$ cat src/hw/rtl/bcld_pkg.sv
// ----------------------------------------------------------------------------
// bcld_pkg
// Types and constants shared by the button click, long-press and
// double-click detector.
// ----------------------------------------------------------------------------
package bcld_pkg;

	localparam int unsigned CFG_IDX_W  = 3;
	localparam int unsigned CFG_DATA_W = 16;
	localparam int unsigned FIELD_W    = 16;

	localparam logic [CFG_IDX_W-1:0] REG_IDLE_HIGH     = 3'd0;
	localparam logic [CFG_IDX_W-1:0] REG_LONG_PRESS    = 3'd1;
	localparam logic [CFG_IDX_W-1:0] REG_DOUBLE_WINDOW = 3'd2;
	localparam logic [CFG_IDX_W-1:0] REG_TICK_PERIOD   = 3'd3;
	localparam logic [CFG_IDX_W-1:0] REG_BUTTON_NUMBER = 3'd4;

	localparam logic [FIELD_W-1:0] DEF_LONG_PRESS    = 16'd500;
	localparam logic [FIELD_W-1:0] DEF_DOUBLE_WINDOW = 16'd150;
	localparam logic [FIELD_W-1:0] DEF_TICK_PERIOD   = 16'd10;
	localparam logic [FIELD_W-1:0] DEF_BUTTON_NUMBER = 16'd0;
	localparam int unsigned        MIN_DOUBLE_GAP    = 30;

	typedef enum logic [1:0] {
		MODE_IDLE     = 2'd0,
		MODE_PRESSED  = 2'd1,
		MODE_WAIT     = 2'd2,
		MODE_RELEASED = 2'd3
	} mode_t;

	typedef enum logic [1:0] {
		EV_NONE   = 2'd0,
		EV_CLICK  = 2'd1,
		EV_LONG   = 2'd2,
		EV_DOUBLE = 2'd3
	} event_t;

	typedef enum logic [1:0] {
		CHG_NONE = 2'd0,
		CHG_FALL = 2'd1,
		CHG_RISE = 2'd2
	} lvl_chg_t;

	typedef struct packed {
		logic               idle_high;
		logic [FIELD_W-1:0] long_press_time;
		logic [FIELD_W-1:0] double_window;
		logic [FIELD_W-1:0] tick_period;
		logic [FIELD_W-1:0] button_number;
	} cfg_t;

endpackage

$ cat src/hw/rtl/bcld_rules.sv
// ----------------------------------------------------------------------------
// bcld_rules
// Evaluates the ordered press/release rules for one sample and gives
// the next state and the event to report.
// ----------------------------------------------------------------------------
module bcld_rules import bcld_pkg::*; #(
	parameter int unsigned TIMER_WIDTH = 16
) (
	input  cfg_t                   cfg,
	input  logic                   raw_level,
	input  mode_t                  mode,
	input  logic                   last_level,
	input  logic [TIMER_WIDTH-1:0] hold_time,
	input  logic [TIMER_WIDTH-1:0] gap_time,
	output mode_t                  mode_nxt,
	output logic                   level_nxt,
	output logic [TIMER_WIDTH-1:0] hold_nxt,
	output logic [TIMER_WIDTH-1:0] gap_nxt,
	output event_t                 ev
);

	localparam int unsigned CMP_W = (TIMER_WIDTH > FIELD_W) ? TIMER_WIDTH : FIELD_W;
	localparam int unsigned SUM_W = CMP_W + 1;

	function automatic logic [TIMER_WIDTH-1:0] sat_add(
		input logic [TIMER_WIDTH-1:0] t,
		input logic [FIELD_W-1:0]     inc
	);
		logic [SUM_W-1:0] sum;
		logic [SUM_W-1:0] cap;
		begin
			cap = {{(SUM_W-TIMER_WIDTH){1'b0}}, {TIMER_WIDTH{1'b1}}};
			sum = SUM_W'(t) + SUM_W'(inc);
			sat_add = (sum > cap) ? {TIMER_WIDTH{1'b1}} : sum[TIMER_WIDTH-1:0];
		end
	endfunction

	logic                   level;
	lvl_chg_t               chg;
	mode_t                  m0, m1, m3, m4;
	logic [TIMER_WIDTH-1:0] hold_a, gap_a;
	logic                   long_hit, win_end, click_hit, dbl_hit;

	assign level = cfg.idle_high ? raw_level : ~raw_level;

	always_comb begin
		if (level == last_level) begin
			chg = CHG_NONE;
		end else if (last_level) begin
			chg = CHG_FALL;
		end else begin
			chg = CHG_RISE;
		end
	end

	// Each rule sees the mode left by the rules before it.
	assign m0       = (mode == MODE_IDLE && chg == CHG_FALL) ? MODE_PRESSED : mode;
	assign m1       = (m0 == MODE_PRESSED && chg == CHG_RISE) ? MODE_WAIT : m0;
	assign hold_a   = (m1 == MODE_PRESSED && chg == CHG_NONE) ?
	                  sat_add(hold_time, cfg.tick_period) : hold_time;
	assign long_hit = (m1 == MODE_PRESSED) &&
	                  (CMP_W'(hold_a) >= CMP_W'(cfg.long_press_time));
	assign m3       = long_hit ? MODE_IDLE : m1;
	assign gap_a    = (m3 == MODE_WAIT) ? sat_add(gap_time, cfg.tick_period) : gap_time;
	assign win_end  = (m3 == MODE_WAIT) &&
	                  (CMP_W'(gap_a) >= CMP_W'(cfg.double_window));
	assign m4       = win_end ? MODE_RELEASED : m3;
	assign click_hit = (m4 == MODE_RELEASED);
	assign dbl_hit  = (m4 == MODE_WAIT) && (chg == CHG_FALL) &&
	                  (CMP_W'(gap_a) >= CMP_W'(MIN_DOUBLE_GAP));

	always_comb begin
		level_nxt = level;
		if (dbl_hit || click_hit || long_hit) begin
			mode_nxt = MODE_IDLE;
			hold_nxt = '0;
			gap_nxt  = '0;
		end else begin
			mode_nxt = m4;
			hold_nxt = hold_a;
			gap_nxt  = gap_a;
		end
	end

	always_comb begin
		priority if (dbl_hit) begin
			ev = EV_DOUBLE;
		end else if (click_hit) begin
			ev = EV_CLICK;
		end else if (long_hit) begin
			ev = EV_LONG;
		end else begin
			ev = EV_NONE;
		end
	end

endmodule

$ cat src/hw/rtl/button_click_long_double_detector.sv
// ----------------------------------------------------------------------------
// button_click_long_double_detector
// Turns a stream of sampled button levels into click, long-press and
// double-click events.
// ----------------------------------------------------------------------------
// The slave stream carries one sampled pin level per request; the master
// stream returns exactly one result per request, in order, with the event
// code and the configured button number (zero when there is no event).
// The user must write registers through cfg_wen, cfg_addr and cfg_wdata only
// while the stream is idle; the block itself does not enforce this. Writes to unused indexes are ignored.
// A request is held in the input register, then the rule logic updates
// the detector state and loads the output register, from which the result is
// offered. One request is accepted every cycle while the receiver does not
// stall; the single output register decides the rate.
// When the receiver stalls, the result holds in the output register, and once
// the input register holds the next request, s_tready falls.
// Reset clears the pipeline, returns the detector to idle with a released
// level and zero timers, and loads the default register values.
// ----------------------------------------------------------------------------
module button_click_long_double_detector import bcld_pkg::*; #(
	parameter int unsigned TIMER_WIDTH = 16
) (
	input  logic                  clk,
	input  logic                  arst_n,
	input  logic                  cfg_wen,
	input  logic [CFG_IDX_W-1:0]  cfg_addr,
	input  logic [CFG_DATA_W-1:0] cfg_wdata,
	input  logic                  s_tvalid,
	output logic                  s_tready,
	input  logic [7:0]            s_tdata,  // [0] raw_level, [7:1] zero
	output logic                  m_tvalid,
	input  logic                  m_tready,
	output logic [23:0]           m_tdata   // [1:0] event_res, [17:2] event_button
);

	cfg_t                   cfg_q;
	logic                   valid_s1;
	logic                   raw_s1;
	mode_t                  mode_q;
	logic                   last_level_q;
	logic [TIMER_WIDTH-1:0] hold_q, gap_q;
	logic                   out_valid_q;
	event_t                 out_res_q;
	logic [FIELD_W-1:0]     out_button_q;

	mode_t                  mode_nxt;
	logic                   level_nxt;
	logic [TIMER_WIDTH-1:0] hold_nxt, gap_nxt;
	event_t                 ev;
	logic                   adv;

	assign adv      = ~out_valid_q | m_tready;
	assign s_tready = ~valid_s1 | adv;
	assign m_tvalid = out_valid_q;
	assign m_tdata  = {6'd0, out_button_q, out_res_q};

	always_ff @(posedge clk or negedge arst_n) begin
		if (!arst_n) begin
			cfg_q.idle_high       <= 1'b1;
			cfg_q.long_press_time <= DEF_LONG_PRESS;
			cfg_q.double_window   <= DEF_DOUBLE_WINDOW;
			cfg_q.tick_period     <= DEF_TICK_PERIOD;
			cfg_q.button_number   <= DEF_BUTTON_NUMBER;
		end else if (cfg_wen) begin
			case (cfg_addr)
				REG_IDLE_HIGH:     cfg_q.idle_high       <= cfg_wdata[0];
				REG_LONG_PRESS:    cfg_q.long_press_time <= cfg_wdata;
				REG_DOUBLE_WINDOW: cfg_q.double_window   <= cfg_wdata;
				REG_TICK_PERIOD:   cfg_q.tick_period     <= cfg_wdata;
				REG_BUTTON_NUMBER: cfg_q.button_number   <= cfg_wdata;
				default: begin
				end
			endcase
		end
	end

	always_ff @(posedge clk or negedge arst_n) begin
		if (!arst_n) begin
			valid_s1 <= 1'b0;
		end else if (s_tready) begin
			valid_s1 <= s_tvalid;
		end
	end

	always_ff @(posedge clk) begin
		if (s_tready && s_tvalid) begin
			raw_s1 <= s_tdata[0];
		end
	end

	bcld_rules #(
		.TIMER_WIDTH(TIMER_WIDTH)
	) u_rules (
		.cfg        (cfg_q),
		.raw_level  (raw_s1),
		.mode       (mode_q),
		.last_level (last_level_q),
		.hold_time  (hold_q),
		.gap_time   (gap_q),
		.mode_nxt   (mode_nxt),
		.level_nxt  (level_nxt),
		.hold_nxt   (hold_nxt),
		.gap_nxt    (gap_nxt),
		.ev         (ev)
	);

	always_ff @(posedge clk or negedge arst_n) begin
		if (!arst_n) begin
			mode_q       <= MODE_IDLE;
			last_level_q <= 1'b1;
			hold_q       <= '0;
			gap_q        <= '0;
			out_valid_q  <= 1'b0;
		end else if (adv) begin
			out_valid_q <= valid_s1;
			if (valid_s1) begin
				mode_q       <= mode_nxt;
				last_level_q <= level_nxt;
				hold_q       <= hold_nxt;
				gap_q        <= gap_nxt;
			end
		end
	end

	always_ff @(posedge clk) begin
		if (adv && valid_s1) begin
			out_res_q    <= ev;
			out_button_q <= (ev != EV_NONE) ? cfg_q.button_number : '0;
		end
	end

endmodule

$ cat config.mk
export PLATFORM = sky130hd
export DESIGN_NAME = button_click_long_double_detector
export DESIGN_NICKNAME = d
export VERILOG_FILES = /design/src/hw/rtl/bcld_pkg.sv /design/src/hw/rtl/bcld_rules.sv /design/src/hw/rtl/button_click_long_double_detector.sv
export SDC_FILE = /design/constraint.sdc
export NUM_CORES = 1
export LEC_CHECK = 0
export ABC_CLOCK_PERIOD_IN_PS = 11700
export BUFFER_PORTS_ARGS = -buffer_cell sky130_fd_sc_hd__clkbuf_2
export CORE_MARGIN = 5
export CORE_UTILIZATION = 50
export CTS_CLUSTER_DIAMETER = 40
export DETAILED_ROUTE_END_ITERATION = 10
export PLACE_DENSITY = 0.68
export SLEW_MARGIN = 20
export SYNTH_ARGS = -nofsm -noshare
export SYNTH_HDL_FRONTEND = slang
export SYNTH_SLANG_ARGS = --single-unit
$ cat constraint.sdc
create_clock -name clk -period 11.7 [get_ports clk]
set_input_delay 1.755 -clock clk [delete_from_list [all_inputs] [get_ports clk]]
set_output_delay 1.755 -clock clk [all_outputs]
set_load 0.005 [all_outputs]
==> impl_metrics.tcl, run 1 <==
set metrics [dict create \
    outcome "complete, no violations" \
    syn_area_per_cell_um2 9.56 \
    pwr-share-clk_pct 21.6 \
    h-tree-depth 4 \
    whs_path_depth 1 \
    cts_setup_buffers 0 \
    synth.cell_area_mm2 0.00777 \
    power.leakage_nw 3.84 \
    cap_violations 0 \
    numClockSinks 121 \
    drtPass1Iterations 4 \
    mostFrequentLayoutCells "88 x dfrtp_1, 80 x nand2_1, 79 x o21ai_0" \
    place_inst 1011 \
    post_cts_resized 0 \
    ys_types 75 \
    crit_path_end_kind "register" \
    diodes 0 \
    yosys_warnings 0 \
    syn_inst 813 \
    grt_pass1_vias 6176 \
    avgViaCountPerCell 6.04 \
    clock_path_buffers 2 \
    critPathSlowestCell "and2_1" \
    ios 58 \
    tritoncts "built" \
    drtIter0Drc 491 \
    setup_tns_ns 0 \
    cts-hold-fix-buffers 0 \
    core_area_mm2 0.0152 \
    seq_area_mm2 0.00314 \
    drc 0 \
    rrSetupSlack_ns 5.44 \
    min_period_over_period_pct 53.5 \
    cp.arrival_ns 6.36 \
    ys_seq_elements 121 \
    worst_slew_pin_slew_ns 1.04 \
    async_reset_ff_share_pct 84.3 \
    p_int_mw 1.41 \
    antenna_found_initial 0 \
    worstPathRequired_ns 11.81 \
    io_buffers 44 \
    cp_common_cell "nor2_1" \
    overflow 0 \
    hold_violations 0 \
    cts_root_buf "clkbuf_16" \
    final_nets 942 \
    clkTransAtPathRegs_ns 0.06 \
    multi_input_area_mm2 0.00428 \
    reg2reg_depth 17 \
    pwr-share-seq_pct 26.2 \
    drv_slew 0 \
    die_x_um 135 \
    path_class "reg -> reg" \
    syn_to_final_growth_pct 12.0 \
    path_cells "xor2_1, ha_1, nor2_1, nor3_1, and2_1, nand2b_1, a211o_1, nor2_1, nor2_1, ha_1, a21o_1, a21o_1, a21oi_1, o21ai_0, o21ai_4, buf_4, a21boi_0" \
    wl_per_cell_um 20.0 \
    synth-seq-area-share_pct 40.4 \
    timing.fmax_mhz 160 \
    reg2reg_from "cfg_q[64]" \
    dieArea_mm2 0.0181 \
    grt_usage_pct 23.6 \
    skew_ns 0.0102 \
    synth_ff_type "dfrtp_1" \
    switchingPower_mw 1.06 \
    crit-reg2reg-capture "out_button_q[12]" \
    synth_edf_count 19 \
    post-dp-hpwl_mm 15.0 \
    ant_nets 0 \
    instances_no_fill 1043 \
    clkLatencyLatePin_ns 0.42 \
    grt_max_degree 53 \
    fill_cells 1361 \
    postRouteWirelength_mm 20.8 \
    crit_path_max_fanout 36 \
    relSlewSlack_pct 30.6 \
    setup_viol 0 \
    die_h_um 135 \
    switching_share_pct 43.0 \
    critPathMaxStageDelay_ns 0.68 \
    cp_num_buf_inv 1 \
    drive_gt1_share_pct 17.7 \
    layout_min_cycle_time_ns 6.26 \
    final_common_cell "dfrtp_1" \
    holdCritStartpoint "cfg_q[1]" \
    hp-class "reg -> reg" \
    cts_buffers 17 \
    worstHoldEndpoint "cfg_q[1]" \
    rsz0062_at_grt "false" \
    initial_core_util_pct 51.1 \
    grt_pass1_wl_mm 33.1 \
    std_cell_rows 45 \
    pwr_density_cell_mw_per_mm2 284 \
    gp_congestion 0.933 \
    pwr-share-comb_pct 52.2 \
    worst_ir_drop_vdd_mv 0.160 \
    startpoint_type "register" \
    num_vias 6297 \
    critPathTopFamily "compound AO/OA/AOI/OAI gates" \
]
-- through the flow --
stage          utilization [%]  hold WS (ns)  power, mW  setup slack (ns)  instance area (um^2)
6_report                  57.3         0.500       2.47              5.44                  8700
5_1_grt                   57.3         0.511       2.66              5.10                  8700
4_1_cts                   57.3         0.504       2.46              5.54                  8700
3_5_place_dp              53.3         0.490       1.92              5.66                  8100
3_3_place_gp              53.3         0.476       1.87              5.73                  8100
2_1_floorplan                -         0.457       1.59              7.19                  7790
-- kinds of logic (layout without fill, tap and decap cells) --
family | Yosys count | count (layout) | synth area share (%)
XOR/XNOR | 22 | 22 | 2.48
adder cells (fa/ha/maj) | 68 | 68 | 11.1
flip-flops | 121 | 121 | 40.4
buffers and inverters | 92 | 129 | 4.98
multiplexers | 38 | 38 | 5.46
AO/OA/AOI/OAI | 243 | 243 | 21.2
AND/OR/NAND/NOR | 228 | 228 | 14.3
other | 1 | 6 | 0.0483
-- sequential cells by signal (all words and copies together) (netlist names) --
register,cells
mode_q,2
out_button_q,16
out_res_q,2
m_tvalid,1
cfg_q,65
gap_q,16
raw_s1,1
valid_s1,1
last_level_q,1
hold_q,16
-- worst reg2reg max path, delay by kind of cell, from the launching register on --
family	cells	cell delay, ns
simple gates	6	1.77
fa+ha+maj	2	0.63
compound gates	7	2.27
buf+inv	1	0.48
xor+xnor	1	0.24
flops	1	0.54
-- final cells by class --
class,instances,share of cell area [%]
clock inverter,14,1.85
sequential,121,36.1
multi-input combinational,605,49.2
timing repair buffer,51,3.16
clock buffer,18,5.05
inverter,46,1.98
tap,188,2.70
-- synthesized netlist by cell type (17+ instances only) --
| master | instances | share of area [%] |
|---|---|---|
| dfrtp_1 | 88 | 28 |
| nand2_1 | 80 | 3.9 |
| o21ai_0 | 80 | 5.2 |
| ha_1 | 66 | 11 |
| inv_1 | 45 | 2.2 |
| nor2_1 | 42 | 2.0 |
| a21oi_1 | 37 | 2.4 |
| mux2_2 | 35 | 5.1 |
| clkbuf_1 | 34 | 1.6 |
| nand3_1 | 24 | 1.5 |
| edfxtp_1 | 19 | 7.3 |
| o22a_1 | 17 | 1.9 |
-- routing by layer --
| layer | global-route usage, % | part of all wire [%] |
|---|---|---|
| met1 | 33.0 | 47 |
| met2 | 36.9 | 46 |
| met3 | 4.66 | 4.1 |
| met4 | 7.69 | 2.0 |
| met5 | 0 | 0 |
-- worst max path at each step --
stage	end	slack (ns)	from	cells after the start
global placement	out_res_q[1]	5.73	cfg_q[64]	17
detailed placement	out_res_q[1]	5.66	cfg_q[64]	17
finish	out_button_q[12]	5.44	cfg_q[64]	17
global route	hold_q[0]	5.10	cfg_q[64]	18
CTS	out_res_q[1]	5.54	cfg_q[64]	17
floorplan	out_button_q[10]	7.19	cfg_q[17]	18
-- power by group through the flow --
stage	combinational, mW	clock, mW	sequential, mW
finish	1.29	0.534	0.647
global route	1.43	0.565	0.660
CTS	1.28	0.542	0.647
detailed placement	1.26	0	0.653
global placement	1.22	0	0.649
floorplan	0.962	0	0.624
(Power assumes the default switching activity.)
==> run 2, diff against run 1 <==
Settings changed: ABC_AREA set to 1, ABC_CLOCK_PERIOD_IN_PS 11700 to 5100, PLACE_DENSITY 0.68 to 0.71.
Clock period 11.7 ns to 5.1 ns, I/O delays scaled along.
==> run 2 against run 1 <==
Effect of this change:
- highest routed layer unchanged
- sequential cell count stayed put
- critical path type unchanged
- final cell count is 27% higher
- die area is 3.5% higher
- non-clock buffer count is 1 higher
- area after synthesis is 3.8% higher
- final area is 4.7% higher
- largest cell class unchanged
- sequential power is 120% higher
- count of clock-buffer cells in the layout is 1 lower
- critical endpoint is now hold_q[9]
- sequential share of layout area is 1.6 points lower
==> impl_metrics.tcl, run 2 <==
set metrics [dict create \
    overflow 0 \
    gp_congestion 0.964 \
    die_x_um 137 \
    grt_pass1_wl_mm 31.4 \
    drv_slew 0 \
    largest_reg_flops 65 \
    syn_area_per_cell_um2 7.65 \
    cts_root_buf "clkbuf_16" \
    fill_cells 1434 \
    synth_edf_count 19 \
    power.total_mw 5.07 \
    std_cell_rows 46 \
    dieArea_mm2 0.0188 \
    postRouteWirelength_mm 18.7 \
    setup_viol 0 \
    crit_path_max_fanout 32 \
    mostFrequentLayoutCells "278 x nand2_1, 192 x inv_1, 88 x dfrtp_1" \
    clock_path_buffers 2 \
    num_vias 6682 \
    cts-hold-fix-buffers 0 \
    io_buffers 44 \
    setup_tns_ns 0 \
    cts_buffers 17 \
    drtIter0Drc 400 \
    layout_min_cycle_time_ns 4.62 \
    cap_violations 0 \
    ys_types 47 \
    ys_seq_elements 121 \
    syn_inst 1054 \
    drc 0 \
    die_h_um 137 \
    core_area_mm2 0.0158 \
    drtPass1Iterations 5 \
    clkTransAtPathRegs_ns 0.06 \
    numClockSinks 121 \
    rsz0062_at_grt "false" \
    cts_setup_buffers 0 \
    antenna_found_initial 0 \
    h-tree-depth 4 \
    hp-class "in -> async" \
    power.leakage_nw 5.03 \
    yosysMostFrequentCell "nand2_1" \
    synth_ff_type "dfrtp_1" \
    timing.fmax_mhz 216 \
    synth.cell_area_mm2 0.00806 \
    diodes 0 \
    yosysTopAreaCell "dfrtp_1" \
    clkLatencyLatePin_ns 0.42 \
    async_reset_ff_share_pct 84.3 \
    worst_slew_pin_slew_ns 0.990 \
    ant_nets 0 \
    ys_top_cells_by_area "dfrtp_1 27%, nand2_1 13%, ha_1 10%" \
    cp.arrival_ns 4.93 \
    wl_per_cell_um 14.0 \
    final_nets 1200 \
    hold_violations 0 \
    synth_top_area_share_pct 27.3 \
    crit_path_end_kind "register" \
    worstPathRequired_ns 5.40 \
    synth-seq-area-share_pct 38.9 \
    outcome "complete, no violations" \
    tritoncts "built" \
    startpoint_type "register" \
    synth.top_cells.by_count "278 x nand2_1, 192 x inv_1, 88 x dfrtp_1" \
    initial_core_util_pct 50.9 \
    grt_pass1_vias 6545 \
    post_cts_resized 0 \
    grt_max_degree 53 \
    yosys_warnings 0 \
    top_register "cfg_q" \
    grt_usage_pct 21.4 \
    syn_to_final_growth_pct 13.1 \
    pwr_density_cell_mw_per_mm2 556 \
    final_util_pct 57.6 \
    drive_gt1_share_pct 13.7 \
    relSlewSlack_pct 33.8 \
    path_class "reg -> reg" \
    skew_ns 0.00942 \
    min_period_over_period_pct 90.6 \
    avgViaCountPerCell 5.03 \
    ios 58 \
    worst_ir_drop_vdd_mv 0.264 \
    final_common_cell "nand2_1" \
    post-dp-hpwl_mm 14.1 \
]
[run 2: logic make-up after synthesis]
| logic type | count (synthesis) | synth area share (%) |
|---|---|---|
| AO/OA/AOI/OAI | 184 | 14.9 |
| adder cells (fa/ha/maj) | 68 | 10.7 |
| flip-flops | 121 | 38.9 |
| buffers and inverters | 227 | 11.3 |
| other | 1 | 0.0465 |
| AND/OR/NAND/NOR | 436 | 22.3 |
| XOR/XNOR | 17 | 1.85 |
[run 2: per-layer routing]
layer,vias up,global-route usage [%],part of all wire (%)
li1,3420,-,-
met1,3119,28.5,47
met2,113,35.1,47
met3,30,3.60,2.9
met4,0,8.09,2.2
met5,-,0,0
[run 2: stage by stage]
stage / worst slack [ns] / instance area (um^2) / cells / hold WS, ns
global placement: 0.380 / 8490 / 1297 / 0.467
floorplan: 0.983 / 8080 / 1059 / 0.447
global route: 0.0754 / 9120 / 1329 / 0.419
CTS: 0.270 / 9100 / 1329 / 0.389
finish: 0.478 / 9120 / 1329 / 0.363
detailed placement: 0.313 / 8490 / 1297 / 0.473
[run 2: power by group]
part	internal [mW]	leakage, nW	total, mW	switching (mW)
Clock	0.779	0.293	1.25	0.473
Combinational	0.911	3.28	2.42	1.51
Sequential	1.25	1.46	1.40	0.155
Total	2.94	5.03	5.07	2.14
[run 2: area by class of cell]
cell class | count | area [um^2] | share of cell area (%)
clock inverters | 15 | 190 | 2.09
repair buffers | 52 | 295 | 3.24
well taps | 216 | 270 | 2.96
flip-flops and latches | 121 | 3140 | 34.4
multi-input cells | 711 | 4060 | 44.5
inverters | 197 | 739 | 8.11
clock buffers | 17 | 425 | 4.67
[run 2: worst paths after layout]
kind	startpoint	end	slack, ns	depth (start not counted)
max reg2reg	cfg_q[64]	hold_q[9]	0.48	27
min in group clk	cfg_q[58]	cfg_q[58]	0.48	2
max in group asynchronous	arst_n	cfg_q[29]	3.61	2
min reg2reg	cfg_q[58]	cfg_q[58]	0.48	2
min	arst_n	cfg_q[15]	0.36	1
max	cfg_q[64]	hold_q[9]	0.48	27
[run 2: worst max-delay path, stage by stage (launching register included)]
cell	delay, ns
dfstp_2	0.54
xor2_1	0.24
inv_1	0.09
ha_1	0.22
nand2_1	0.08
nand2_1	0.09
inv_1	0.12
nand2_1	0.06
inv_1	0.07
nand2_1	0.13
a211oi_1	0.23
buf_4	0.24
nand2_1	0.07
nand2_1	0.09
inv_1	0.06
ha_1	0.30
a21o_1	0.19
a21oi_1	0.12
a21oi_1	0.08
nor2_1	0.15
nand3_1	0.18
nand2_1	0.24
nand2_1	0.08
nand2_1	0.11
nand2_1	0.17
nand4_4	0.18
buf_12	0.25
o21bai_2	0.08
